--- src/rtl/dudc_pkg.sv ---
// Package for the debounced up/down counter with seven-segment scan: types, defaults, segment map.
package dudc_pkg;

    localparam int DEFAULT_NUM_DIGITS  = 4;
    localparam int DEFAULT_MAX_COUNT   = 9999;
    localparam logic [15:0] DEBOUNCE_RESET = 16'd200;
    localparam logic [31:0] WRAP_TOP       = 32'hFFFF_FFFE;
    localparam logic [31:0] WRAP_GUARD_MS  = 32'd500;

    typedef enum logic [1:0] {
        OP_SCAN = 2'd0,
        OP_UP   = 2'd1,
        OP_DOWN = 2'd2,
        OP_NONE = 2'd3
    } opcode_t;

    // One strobe per event kind, valid only in the cycle an event is processed.
    typedef struct packed {
        logic scan;
        logic up;
        logic down;
    } dudc_evt_t;

    function automatic logic [7:0] seg_pattern(input logic [3:0] digit);
        logic [7:0] seg;
        unique case (digit)
            4'd0:    seg = 8'h3F;
            4'd1:    seg = 8'h06;
            4'd2:    seg = 8'h5B;
            4'd3:    seg = 8'h4F;
            4'd4:    seg = 8'h66;
            4'd5:    seg = 8'h6D;
            4'd6:    seg = 8'h7D;
            4'd7:    seg = 8'h07;
            4'd8:    seg = 8'h7F;
            4'd9:    seg = 8'h6F;
            default: seg = 8'h00;
        endcase
        return seg;
    endfunction

endpackage

--- src/rtl/dudc_press_unit.sv ---
// Press filter: debounce window, saturating binary counter and BCD digit copy.
module dudc_press_unit #(
    parameter int NUM_DIGITS = dudc_pkg::DEFAULT_NUM_DIGITS,
    parameter int MAX_COUNT  = dudc_pkg::DEFAULT_MAX_COUNT,
    localparam int CW = $clog2(MAX_COUNT + 1)
) (
    input  logic                        clk,
    input  logic                        rst_n,
    input  dudc_pkg::dudc_evt_t         evt,
    input  logic [31:0]                 time_ms,
    input  logic [15:0]                 debounce_ms,
    output logic                        taken,
    output logic [CW-1:0]               counter,
    output logic [NUM_DIGITS-1:0][3:0]  digits
);
    import dudc_pkg::*;

    logic [31:0]                last_press_reg;
    logic [CW-1:0]              counter_reg, counter_next;
    logic [NUM_DIGITS-1:0][3:0] digit_reg, digit_next;
    logic [31:0]                since;
    logic [31:0]                guard;
    logic                       pass;
    logic                       step_up;
    logic                       step_down;
    logic                       carry;

    assign since = time_ms - last_press_reg;
    assign guard = WRAP_TOP - time_ms + last_press_reg;
    assign pass  = (since > {16'd0, debounce_ms}) && (guard > WRAP_GUARD_MS);
    assign taken = (evt.up || evt.down) && pass;

    assign step_up   = taken && evt.up && (counter_reg < CW'(MAX_COUNT));
    assign step_down = taken && evt.down && (counter_reg != '0);

    // Digits track the counter modulo 10^NUM_DIGITS, so a ripple step suffices.
    always_comb
    begin
        counter_next = counter_reg;
        digit_next   = digit_reg;
        carry        = 1'b1;
        if (step_up)
        begin
            counter_next = counter_reg + CW'(1);
            for (int i = 0; i < NUM_DIGITS; i++)
            begin
                if (carry)
                begin
                    if (digit_reg[i] == 4'd9)
                    begin
                        digit_next[i] = 4'd0;
                    end
                    else
                    begin
                        digit_next[i] = digit_reg[i] + 4'd1;
                        carry         = 1'b0;
                    end
                end
            end
        end
        else if (step_down)
        begin
            counter_next = counter_reg - CW'(1);
            for (int i = 0; i < NUM_DIGITS; i++)
            begin
                if (carry)
                begin
                    if (digit_reg[i] == 4'd0)
                    begin
                        digit_next[i] = 4'd9;
                    end
                    else
                    begin
                        digit_next[i] = digit_reg[i] - 4'd1;
                        carry         = 1'b0;
                    end
                end
            end
        end
    end

    always_ff @(posedge clk or negedge rst_n)
    begin
        if (!rst_n)
        begin
            last_press_reg <= '0;
            counter_reg    <= '0;
            digit_reg      <= '0;
        end
        else
        begin
            if (taken)
            begin
                last_press_reg <= time_ms;
            end
            counter_reg <= counter_next;
            digit_reg   <= digit_next;
        end
    end

    assign counter = counter_reg;
    assign digits  = digit_reg;

endmodule

--- src/rtl/dudc_scan_unit.sv ---
// Scan driver: digit index, held segment pattern and held active-low commons.
module dudc_scan_unit #(
    parameter int NUM_DIGITS = dudc_pkg::DEFAULT_NUM_DIGITS
) (
    input  logic                        clk,
    input  logic                        rst_n,
    input  logic                        scan,
    input  logic [NUM_DIGITS-1:0][3:0]  digits,
    output logic [7:0]                  segments,
    output logic [3:0]                  digit_select_n
);
    import dudc_pkg::*;

    localparam int IW = (NUM_DIGITS > 1) ? $clog2(NUM_DIGITS) : 1;

    logic [IW-1:0]   idx_reg, idx_next;
    logic [IW+2:0]   idx_wide;
    logic [7:0]      seg_reg;
    logic [3:0]      sel_reg, sel_next;

    assign idx_next = (idx_reg == IW'(NUM_DIGITS - 1)) ? '0 : idx_reg + IW'(1);
    assign idx_wide = {3'd0, idx_reg};

    // Only four commons exist; higher positions keep every digit off.
    assign sel_next = (idx_wide < (IW + 3)'(4)) ? ~(4'b0001 << idx_reg) : 4'hF;

    always_ff @(posedge clk or negedge rst_n)
    begin
        if (!rst_n)
        begin
            idx_reg <= '0;
            seg_reg <= 8'h00;
            sel_reg <= 4'hF;
        end
        else if (scan)
        begin
            idx_reg <= idx_next;
            seg_reg <= seg_pattern(digits[idx_reg]);
            sel_reg <= sel_next;
        end
    end

    assign segments       = seg_reg;
    assign digit_select_n = sel_reg;

endmodule

--- src/rtl/debounced_updown_counter_7seg_scan_core.sv ---
// Top level of the debounced up/down counter with multiplexed seven-segment scan.
//
// Every input beat (scan tick, up press or down press, with a millisecond
// timestamp) yields exactly one result beat, through the input register and
// the state registers; while the output is not stalled the block sustains one
// beat per clock. Each beat makes one pass from the input register through the
// debounce window check (two 32-bit subtract-and-compare paths) into the state
// registers, which double as the result register. A press is taken when the
// time since the last taken press exceeds debounce_ms and the wrap guard
// exceeds 500 ms; it then steps the counter, saturating at 0 and MAX_COUNT,
// and a BCD copy of the counter steps alongside, so no division is needed.
// A scan tick shows the next digit on its active-low common with the decimal
// point dark. A held input beat waits only while a finished result is stalled
// and the input register is already full. Write debounce_ms while idle only.
module debounced_updown_counter_7seg_scan_core #(
    parameter int NUM_DIGITS = dudc_pkg::DEFAULT_NUM_DIGITS,
    parameter int MAX_COUNT  = dudc_pkg::DEFAULT_MAX_COUNT
) (
    input  logic        clk,
    input  logic        rst_n,
    input  logic        in_valid,
    output logic        in_stall,
    input  logic [1:0]  opcode,
    input  logic [31:0] time_ms,
    output logic        out_valid,
    input  logic        out_stall,
    output logic [7:0]  segments,
    output logic [3:0]  digit_select_n,
    output logic [13:0] count_value,
    output logic        press_taken,
    input  logic        cfg_we,
    input  logic [15:0] cfg_wdata
);
    import dudc_pkg::*;

    localparam int CW = $clog2(MAX_COUNT + 1);

    // Input register
    logic        in_valid_reg, in_valid_next;
    opcode_t     op_reg;
    logic [31:0] time_reg;

    // Result handshake and the one result field not held as state
    logic        out_valid_reg, out_valid_next;
    logic        taken_reg;

    logic [15:0] debounce_reg;

    logic                       advance;
    logic                       accept;
    logic                       fire;
    dudc_evt_t                  evt;
    logic                       taken;
    logic [CW-1:0]              counter;
    logic [CW+13:0]             counter_wide;
    logic [NUM_DIGITS-1:0][3:0] digits;

    // Advance the pipe whenever the result slot is free or being taken.
    assign advance  = !out_valid_reg || !out_stall;
    assign in_stall = in_valid_reg && !advance;
    assign accept   = in_valid && !in_stall;
    assign fire     = in_valid_reg && advance;

    assign evt.scan = fire && (op_reg == OP_SCAN);
    assign evt.up   = fire && (op_reg == OP_UP);
    assign evt.down = fire && (op_reg == OP_DOWN);

    always_comb
    begin
        in_valid_next = in_valid_reg;
        if (accept)
        begin
            in_valid_next = 1'b1;
        end
        else if (advance)
        begin
            in_valid_next = 1'b0;
        end
        out_valid_next = advance ? in_valid_reg : out_valid_reg;
    end

    always_ff @(posedge clk or negedge rst_n)
    begin
        if (!rst_n)
        begin
            in_valid_reg  <= 1'b0;
            out_valid_reg <= 1'b0;
            taken_reg     <= 1'b0;
            debounce_reg  <= DEBOUNCE_RESET;
        end
        else
        begin
            in_valid_reg  <= in_valid_next;
            out_valid_reg <= out_valid_next;
            if (fire)
            begin
                taken_reg <= taken;
            end
            if (cfg_we)
            begin
                debounce_reg <= cfg_wdata;
            end
        end
    end

    // Payload: load on acceptance only, no reset needed.
    always_ff @(posedge clk)
    begin
        if (accept)
        begin
            op_reg   <= opcode_t'(opcode);
            time_reg <= time_ms;
        end
    end

    dudc_press_unit #(
        .NUM_DIGITS (NUM_DIGITS),
        .MAX_COUNT  (MAX_COUNT)
    ) u_press (
        .clk         (clk),
        .rst_n       (rst_n),
        .evt         (evt),
        .time_ms     (time_reg),
        .debounce_ms (debounce_reg),
        .taken       (taken),
        .counter     (counter),
        .digits      (digits)
    );

    dudc_scan_unit #(
        .NUM_DIGITS (NUM_DIGITS)
    ) u_scan (
        .clk            (clk),
        .rst_n          (rst_n),
        .scan           (evt.scan),
        .digits         (digits),
        .segments       (segments),
        .digit_select_n (digit_select_n)
    );

    // Drop counter bits above the 14-bit field.
    assign counter_wide = {14'd0, counter};
    assign count_value  = counter_wide[13:0];
    assign out_valid    = out_valid_reg;
    assign press_taken  = taken_reg;

    // Counter never leaves its saturation range.
    assert property (@(posedge clk) disable iff (!rst_n)
        counter <= CW'(MAX_COUNT))
        else $error("counter above MAX_COUNT");

    // At most one digit common is driven low.
    assert property (@(posedge clk) disable iff (!rst_n)
        $onehot0(~digit_select_n))
        else $error("more than one digit common active");

    // A taken press always comes from a button beat, never from a scan tick.
    assert property (@(posedge clk) disable iff (!rst_n)
        taken |-> (evt.up || evt.down))
        else $error("press taken without a button beat");

    // Input backpressure only while the input register and the result slot are both full.
    assert property (@(posedge clk) disable iff (!rst_n)
        in_stall |-> (in_valid_reg && out_valid_reg))
        else $error("input stalled with room in the pipe");

endmodule
--- config.mk ---
export PLATFORM = sky130hd
export DESIGN_NAME = debounced_updown_counter_7seg_scan_core
export DESIGN_NICKNAME = d
export VERILOG_FILES = /design/src/rtl/dudc_pkg.sv /design/src/rtl/dudc_press_unit.sv /design/src/rtl/dudc_scan_unit.sv /design/src/rtl/debounced_updown_counter_7seg_scan_core.sv
export SDC_FILE = /design/constraint.sdc
export NUM_CORES = 1
export LEC_CHECK = 0
export BUFFER_PORTS_ARGS = -buffer_cell sky130_fd_sc_hd__buf_4
export CORE_AREA = 2 2 124 174
export CTS_BUF_LIST = sky130_fd_sc_hd__clkbuf_4
export DETAILED_ROUTE_END_ITERATION = 8
export DIE_AREA = 0 0 126 176
export PLACE_DENSITY = 0.76
export RECOVER_POWER = 100
export SLEW_MARGIN = 10
export SYNTH_ARGS = -nofsm -noshare
export SYNTH_HDL_FRONTEND = slang
export SYNTH_SLANG_ARGS = --single-unit
--- constraint.sdc ---
create_clock -name clk -period 6.3 [get_ports clk]
set_input_delay 0.315 -clock clk [delete_from_list [all_inputs] [get_ports clk]]
set_output_delay 0.315 -clock clk [all_outputs]
set_load 0.05 [all_outputs]
==> metrics.md, run 1 <==
| Metric | Value |
|---|---|
| Outcome | complete, but fails checks |
| Failing checks | capacitance limit, slew limit |
| DIE HEIGHT | 176 microns |
| Async SR Flop Fraction | 0.734 |
| # IOs | 84 |
| DR WL/cell | 17.3 microns |
| Count of flip-flops with a built-in enable after synthesis | 34 |
| Max VDD drop | 0.398 mV |
| Die ar. | 22200 sq um |
| Port bufs | 82 |
| Synth unique cells | 85 |
| Vias per Instance | 5.93 |
| Clk_skew | 23.9 ps |
| # clock sinks | 128 |
| Worst skew pair latency | 570 ps |
| Initial Utilization | 0.544 |
| Detailed Routing Iterations Pass 1 | 6 |
| Dpl hpwl | 23.9 mm |
| Largest net degree at the start of global routing | 65 |
| # DRC | 0 |
| Met3 wire length | 1.66 mm |
| Mapped Area | 11100 sq um |
| Max-slew violation count | 132 |
| Vias in the first global route | 10700 |
| Clk pin slew, worst setup/hold paths | 130 ps |
| Starting DRT DRC Count | 893 |
| Root buffer cell | clkbuf_4 |
| Largest stage delay on the critical path | 440 ps |
| CTS tree | built |
| # nets final | 1777 |
| Vias after detailed routing | 11000 |
| Crit. End Element | register |
| Startpoint Class | register |
| Fmax | 0.163 GHz |
| Leak | 0.00621 uW |
| Top sig layer | met4 |
| Htree depth | 4 |
| Synth warn | 0 |
| CP Max Fanout | 10 |
| Final Util | 0.684 |
| Slew at the pin closest to its max-slew limit | 3160 ps |
| M1 WL | 12.7 mm |
| Max-cap violations | 3 |
| Fin crit share | 0.975 |
| Post-Syn Nets | 1521 |
| Non-filler cells, final | 1858 |
| Share of cells above drive strength 1 | 0.205 |
| Rel. slew slack | -1.11 |
| Dominant synthesized flop cell | dfrtp_1 |
| Antenna Violating Nets Remaining | 0 |
| Fin. Hold Viols | 0 |
| Power Total | 5730 uW |
| Worst path most repeated cell | ha_1 |
| Worst path required time | 6760 ps |
| Clock Path Buffers | 2 |
| Row Count | 62 |
| First-pass GRT wire length | 52.0 mm |
| Setup TNS | 0 ps |
| CP arrival | 6600 ps |
| Gpl congestion | 0.981 |
| #FFs+latches synth | 128 |
| Kind of critical path | reg2reg |
| Layout area overhead | 25.7% |
| Initial antenna violation count | 1 |
| Avg Inst Size Synth | 8.35 sq um |
| P per Cell Area | 409 nW/um^2 |
| Core outline area | 20500 sq um |
| CTS Buf Count | 17 |
| Die width | 126 microns |
| Total GRT Usage | 0.287 |
| Sequential element share of the synthesized area | 0.304 |
| RSZ-0062 raised after global routing | true |
| Post-route minimum period | 6140 ps |
| Syn Inst Count | 1333 |
| Total routed wirelength | 32.2 mm |
| Worst hold path class | in2reg |
| Crit-path slowest cell | edfxtp_1 |
| Inst Count DP | 1762 |
| WL met2 | 16.1 mm |
| Setup violators final | 0 |
| GRT overflow | 0 |
-- area by class of cell --
type | instances | area, sq um
multi-input cells | 1006 | 7230
fillers | 1686 | 6480
flip-flops and latches | 128 | 3380
repair buffers | 296 | 2240
inverters | 140 | 528
well taps | 256 | 320
clock inverters | 13 | 165
clock buffers | 18 | 135
diodes | 1 | 2.50
-- per-layer routing --
metal	global-route usage	vias to the layer above
met5	0	-
met4	0.128	0
met3	0.0455	117
met2	0.507	405
met1	0.343	5188
li1	-	5299
-- repair_timing --
action / in CTS / in global routing
endpoints found under the setup margin: 4 / 6
cloned: 0 / 0
setup buffers: 2 / 9
pin swaps: 7 / 35
hold endpoints to repair: 83 / 0
hold buffers: 53 / 0
gates resized for setup: 19 / 45
-- worst max-delay path: cells and delay by family, from the launching register on --
family,cells,cell delay [ps]
XOR/XNOR,2,250
flip-flops,1,440
AO/OA/AOI/OAI,12,2300
buffers and inverters,5,670
adder cells (fa/ha/maj),3,930
AND/OR/NAND/NOR,7,1170
multiplexers,1,260
-- final timing paths --
kind | depth (start not counted) | slack [ps] | end | startpoint
min reg2reg | 2 | 480 | u_scan.digit_select_n[1] | u_scan.digit_select_n[1]
min in group asynchronous | 2 | 880 | u_press.counter[6] | rst_n
min | 3 | 80 | debounce_reg[7] | cfg_we
max reg2reg | 30 | 160 | u_press.counter[12] | time_reg[7]
max | 30 | 160 | u_press.counter[12] | time_reg[7]
max in group asynchronous | 3 | 1600 | u_press.last_press_reg[29] | rst_n
-- report_power, final --
part	internal (uW)	switching [uW]	total, uW
Combinational	1650	2230	3890
Clock	278	334	612
Sequential	1040	192	1230
-- cell usage in the layout (no fill, tap or decap), types with 9 or more instances in the layout --
master,count
o21ai_1,9
edfxtp_1,34
xnor2_1,39
inv_1,137
nand2_1,134
nand4_1,37
buf_4,176
xor2_1,11
clkbuf_1,33
o211ai_1,12
a31oi_1,18
dlygate4sd3_1,53
a21oi_1,96
nor3_1,27
o21a_1,12
o21ai_0,106
nand3_1,30
o21bai_1,13
nor2b_1,9
dfrtp_1,87
nor4_1,14
a21o_1,24
mux2_2,9
clkbuf_4,50
nor2_1,80
nand2b_1,10
or3_1,11
ha_1,124
-- synthesized netlist by cell type, types with 27 or more instances --
cell type | count | share of area
nand2_1 | 134 | 0.045
xnor2_1 | 40 | 0.031
edfxtp_1 | 34 | 0.092
nand3_1 | 31 | 0.014
inv_1 | 139 | 0.047
nand4_1 | 37 | 0.021
ha_1 | 130 | 0.15
dfrtp_1 | 87 | 0.20
o21ai_0 | 115 | 0.052
a21oi_1 | 101 | 0.045
nor3_1 | 27 | 0.012
nor2_1 | 81 | 0.027
clkbuf_1 | 45 | 0.015
-- cells by family after synthesis --
family                     synth area share
and+or+nand+nor                       0.173
AOI/OAI and AO/OA                     0.227
buffers and inverters                0.0699
adders and majority gates             0.151
DFF                                   0.304
xor gates and xnor gates             0.0421
muxes                                0.0329
other                              0.000337
-- stage by stage --
stage | setup WS [ps] | hold WS [ps] | instance area, sq um
floorplan | 14.0 | 19.4 | 11100
global placement | -141 | 305 | 12900
detailed placement | -232 | 306 | 12900
CTS | 5.14 | 45.9 | 13900
global route | -257 | 100 | 14000
finish | 159 | 82.5 | 14000
No activity file was read; power rests on OpenSTA's default activity.
==> run 2: changes to the inputs <==
==> constraint.sdc (replaced) <==
create_clock -name clk -period 5.4 [get_ports clk]
set_input_delay 0.27 -clock clk [delete_from_list [all_inputs] [get_ports clk]]
set_output_delay 0.27 -clock clk [all_outputs]
set_load 0.05 [all_outputs]
==> run 2 against run 1 <==
Against the previous run: the run ends with capacitance limit, slew limit, setup timing left; register-to-register slack lost 1100 ps; global-route usage grew 3.2 points; critical path depth increased by 2; clock power rose by 42%; first-iteration DRC count rose by 15%; utilization rose by 7.6 points; clock skew down 1.4 ps; non-clock buffer count grew 144.
==> metrics.md, run 2 (synthesis results as in run 1) <==
| Metric | Value |
|---|---|
| Outcome | complete, but fails checks |
| Die width | 126 microns (unchanged) |
| Worst hold path class | in2reg |
| GRT overflow | 0 (unchanged) |
| Total GRT Usage | 0.319 (+0.0321) |
| Leak | 0.00699 uW (+13%) |
| Htree depth | 4 (unchanged) |
| Logic pwr share | 0.701 (+0.022) |
| Hold Slack | 46.4 ps (-36.1 ps) |
| DP Worst Slack | -729 ps (-497 ps) |
| CP bufs+invs | 3 (-2) |
| DR WL/cell | 18.3 microns (+5.7%) |
| Startpoint Class | register |
| Root buffer cell | clkbuf_4 |
| Starting DRT DRC Count | 1025 (+15%) |
| Max VDD drop | 0.471 mV (+18%) |
| Clk_skew | 22.5 ps (-1.42 ps) |
| Fmax | 0.158 GHz (-3.0%) |
| Detailed Routing Iterations Pass 1 | 6 (unchanged) |
| Failing checks | capacitance limit, slew limit, setup timing |
| Max-slew violation count | 80 (-39%) |
| Met3 wire length | 2.09 mm (+26%) |
| CTS tree | built |
| Clock power frac | 0.112 (+0.005) |
| Gpl congestion | 0.972 (-0.84%) |
| M1 WL | 14.1 mm (+11%) |
| Kind of cell adding the most delay to the critical path | compound AO/OA/AOI/OAI gates |
| Row Count | 62 (unchanged) |
| # clock sinks | 128 (unchanged) |
| # DRC | 0 (unchanged) |
| CP Max Fanout | 4 (-6) |
| Initial antenna violation count | 1 (unchanged) |
| Kind of critical path | reg2reg |
| Non-filler cells, final | 2003 (+7.8%) |
| Fin area | 15600 sq um (+11%) |
| Clk pin slew, worst setup/hold paths | 130 ps (about the same) |
| Core outline area | 20500 sq um (unchanged) |
| Port bufs | 82 (unchanged) |
| Dpl hpwl | 25.3 mm (+5.8%) |
| Share of cells above drive strength 1 | 0.291 (+0.0861) |
| Worst skew pair latency | 590 ps (+20 ps) |
| Setup violators final | 10 (+10) |
| Vias after detailed routing | 12000 (+8.6%) |
| Antenna Violating Nets Remaining | 0 (unchanged) |
| Inst Count DP | 1881 (+6.8%) |
| Initial Utilization | 0.544 (unchanged) |
| P per Cell Area | 496 nW/um^2 (+21%) |
| First-pass GRT wire length | 57.3 mm (+10%) |
| Sw power | 3560 uW (+29%) |
| Most common cell after layout, fill and taps aside | buf_4 |
| WL met2 | 18.4 mm (+14%) |
| Post-route minimum period | 6330 ps (+191 ps) |
| Flop pwr share | 0.187 (-0.028) |
| # nets final | 1921 (+8.1%) |
| Die ar. | 22200 sq um (unchanged) |
| Worst Setup Slack, final | -932 ps (-1090 ps) |
| DIE HEIGHT | 176 microns (unchanged) |
| RSZ-0062 raised after global routing | true |
| Switching power share of the total | 0.461 (-0.0210) |
| Largest stage delay on the critical path | 440 ps (about the same) |
| Fin crit share | 1.17 (+0.198) |
| Post-DP Area | 14200 sq um (+9.5%) |
| Vias in the first global route | 11900 (+12%) |
| Final Util | 0.759 (+0.0757) |
| Clock Path Buffers | 2 (unchanged) |
| Layout area overhead | 39.6% |
| Crit. End Element | register |
| Commonest non-fill, non-tap cells in the layout | buf_4 (313), inv_1 (133), nand2_1 (133), ha_1 (107), o21ai_0 (104) |
| Fin. Hold Viols | 0 (unchanged) |
| Internal Power | 4160 uW (+40%) |
| CTS Buf Count | 17 (unchanged) |
| Crit-path slowest cell | edfxtp_1 |
| Worst path required time | 5890 ps (-870 ps) |
| Vias per Instance | 5.97 (+0.77%) |
| Total routed wirelength | 36.7 mm (+14%) |
| Max-cap violations | 2 (-1) |
| Top sig layer | met4 |
| CP arrival | 6820 ps (+220 ps) |
| Rel. slew slack | -0.661 (+0.447) |
| Slew at the pin closest to its max-slew limit | 2490 ps (-671 ps) |
| # IOs | 84 (unchanged) |
| Largest net degree at the start of global routing | 75 (+15%) |
==> run 2: cell types whose count changed in the layout (fill, tap and decap cells not counted), moves of 4 or more <==
| cell | previous run | this run |
|---|---|---|
| o21ai_2 | 3 | 7 |
| inv_2 | 1 | 5 |
| inv_1 | 137 | 133 |
| ha_4 | 4 | 22 |
| ha_1 | 124 | 107 |
| a21oi_1 | 96 | 92 |
| buf_4 | 176 | 313 |
==> run 2: worst paths after layout <==
check	startpoint	endpoint	slack (ps)	cells after the start
worst min register to register	u_scan.digit_select_n[1]	u_scan.digit_select_n[1]	500	2
min in group asynchronous	rst_n	u_press.counter[7]	980	2
worst min-delay path	cfg_we	debounce_reg[3]	50	2
worst max-delay path	time_reg[1]	u_press.counter[13]	-930	32
max in group asynchronous	rst_n	u_press.digits[9]	2020	3
worst max register to register	time_reg[1]	u_press.counter[13]	-930	32
==> run 2: power groups by stage <==
stage	Clock, uW	Combinational [uW]	Sequential (uW)
global placement	0	4790	1440
global route	914	5840	1470
finish	867	5410	1440
detailed placement	0	4900	1440
floorplan	0	2770	1670
CTS	871	5170	1430
==> run 2: repair_timing <==
item,CTS,global route
hold buffers,55,0
resized for setup,28,29
setup buffers,28,11
endpoints found under the setup margin,9,12
endpoints found under the hold margin,92,0
pin swaps,19,43
==> run 2: through the flow <==
step | power (uW) | setup TNS [ps]
floorplan | 4440 | -593
global placement | 6230 | -2690
detailed placement | 6350 | -3960
CTS | 7460 | -2470
global route | 8220 | -7600
finish | 7720 | -5540
==> run 2: final cells by class <==
type / instances / area (sq um)
repair buffers: 440 / 3360
inverters: 140 / 533
clock inverters: 15 / 240
fillers: 1453 / 4930
multi-input cells: 1006 / 7580
well taps: 256 / 320
clock buffers: 17 / 128
flip-flops and latches: 128 / 3380
diodes: 1 / 2.50
==> run 2: routing by layer <==
metal | vias up | track usage
met3 | 185 | 0.0503
met4 | 0 | 0.169
met1 | 5623 | 0.364
met2 | 555 | 0.570
met5 | - | 0
li1 | 5596 | -
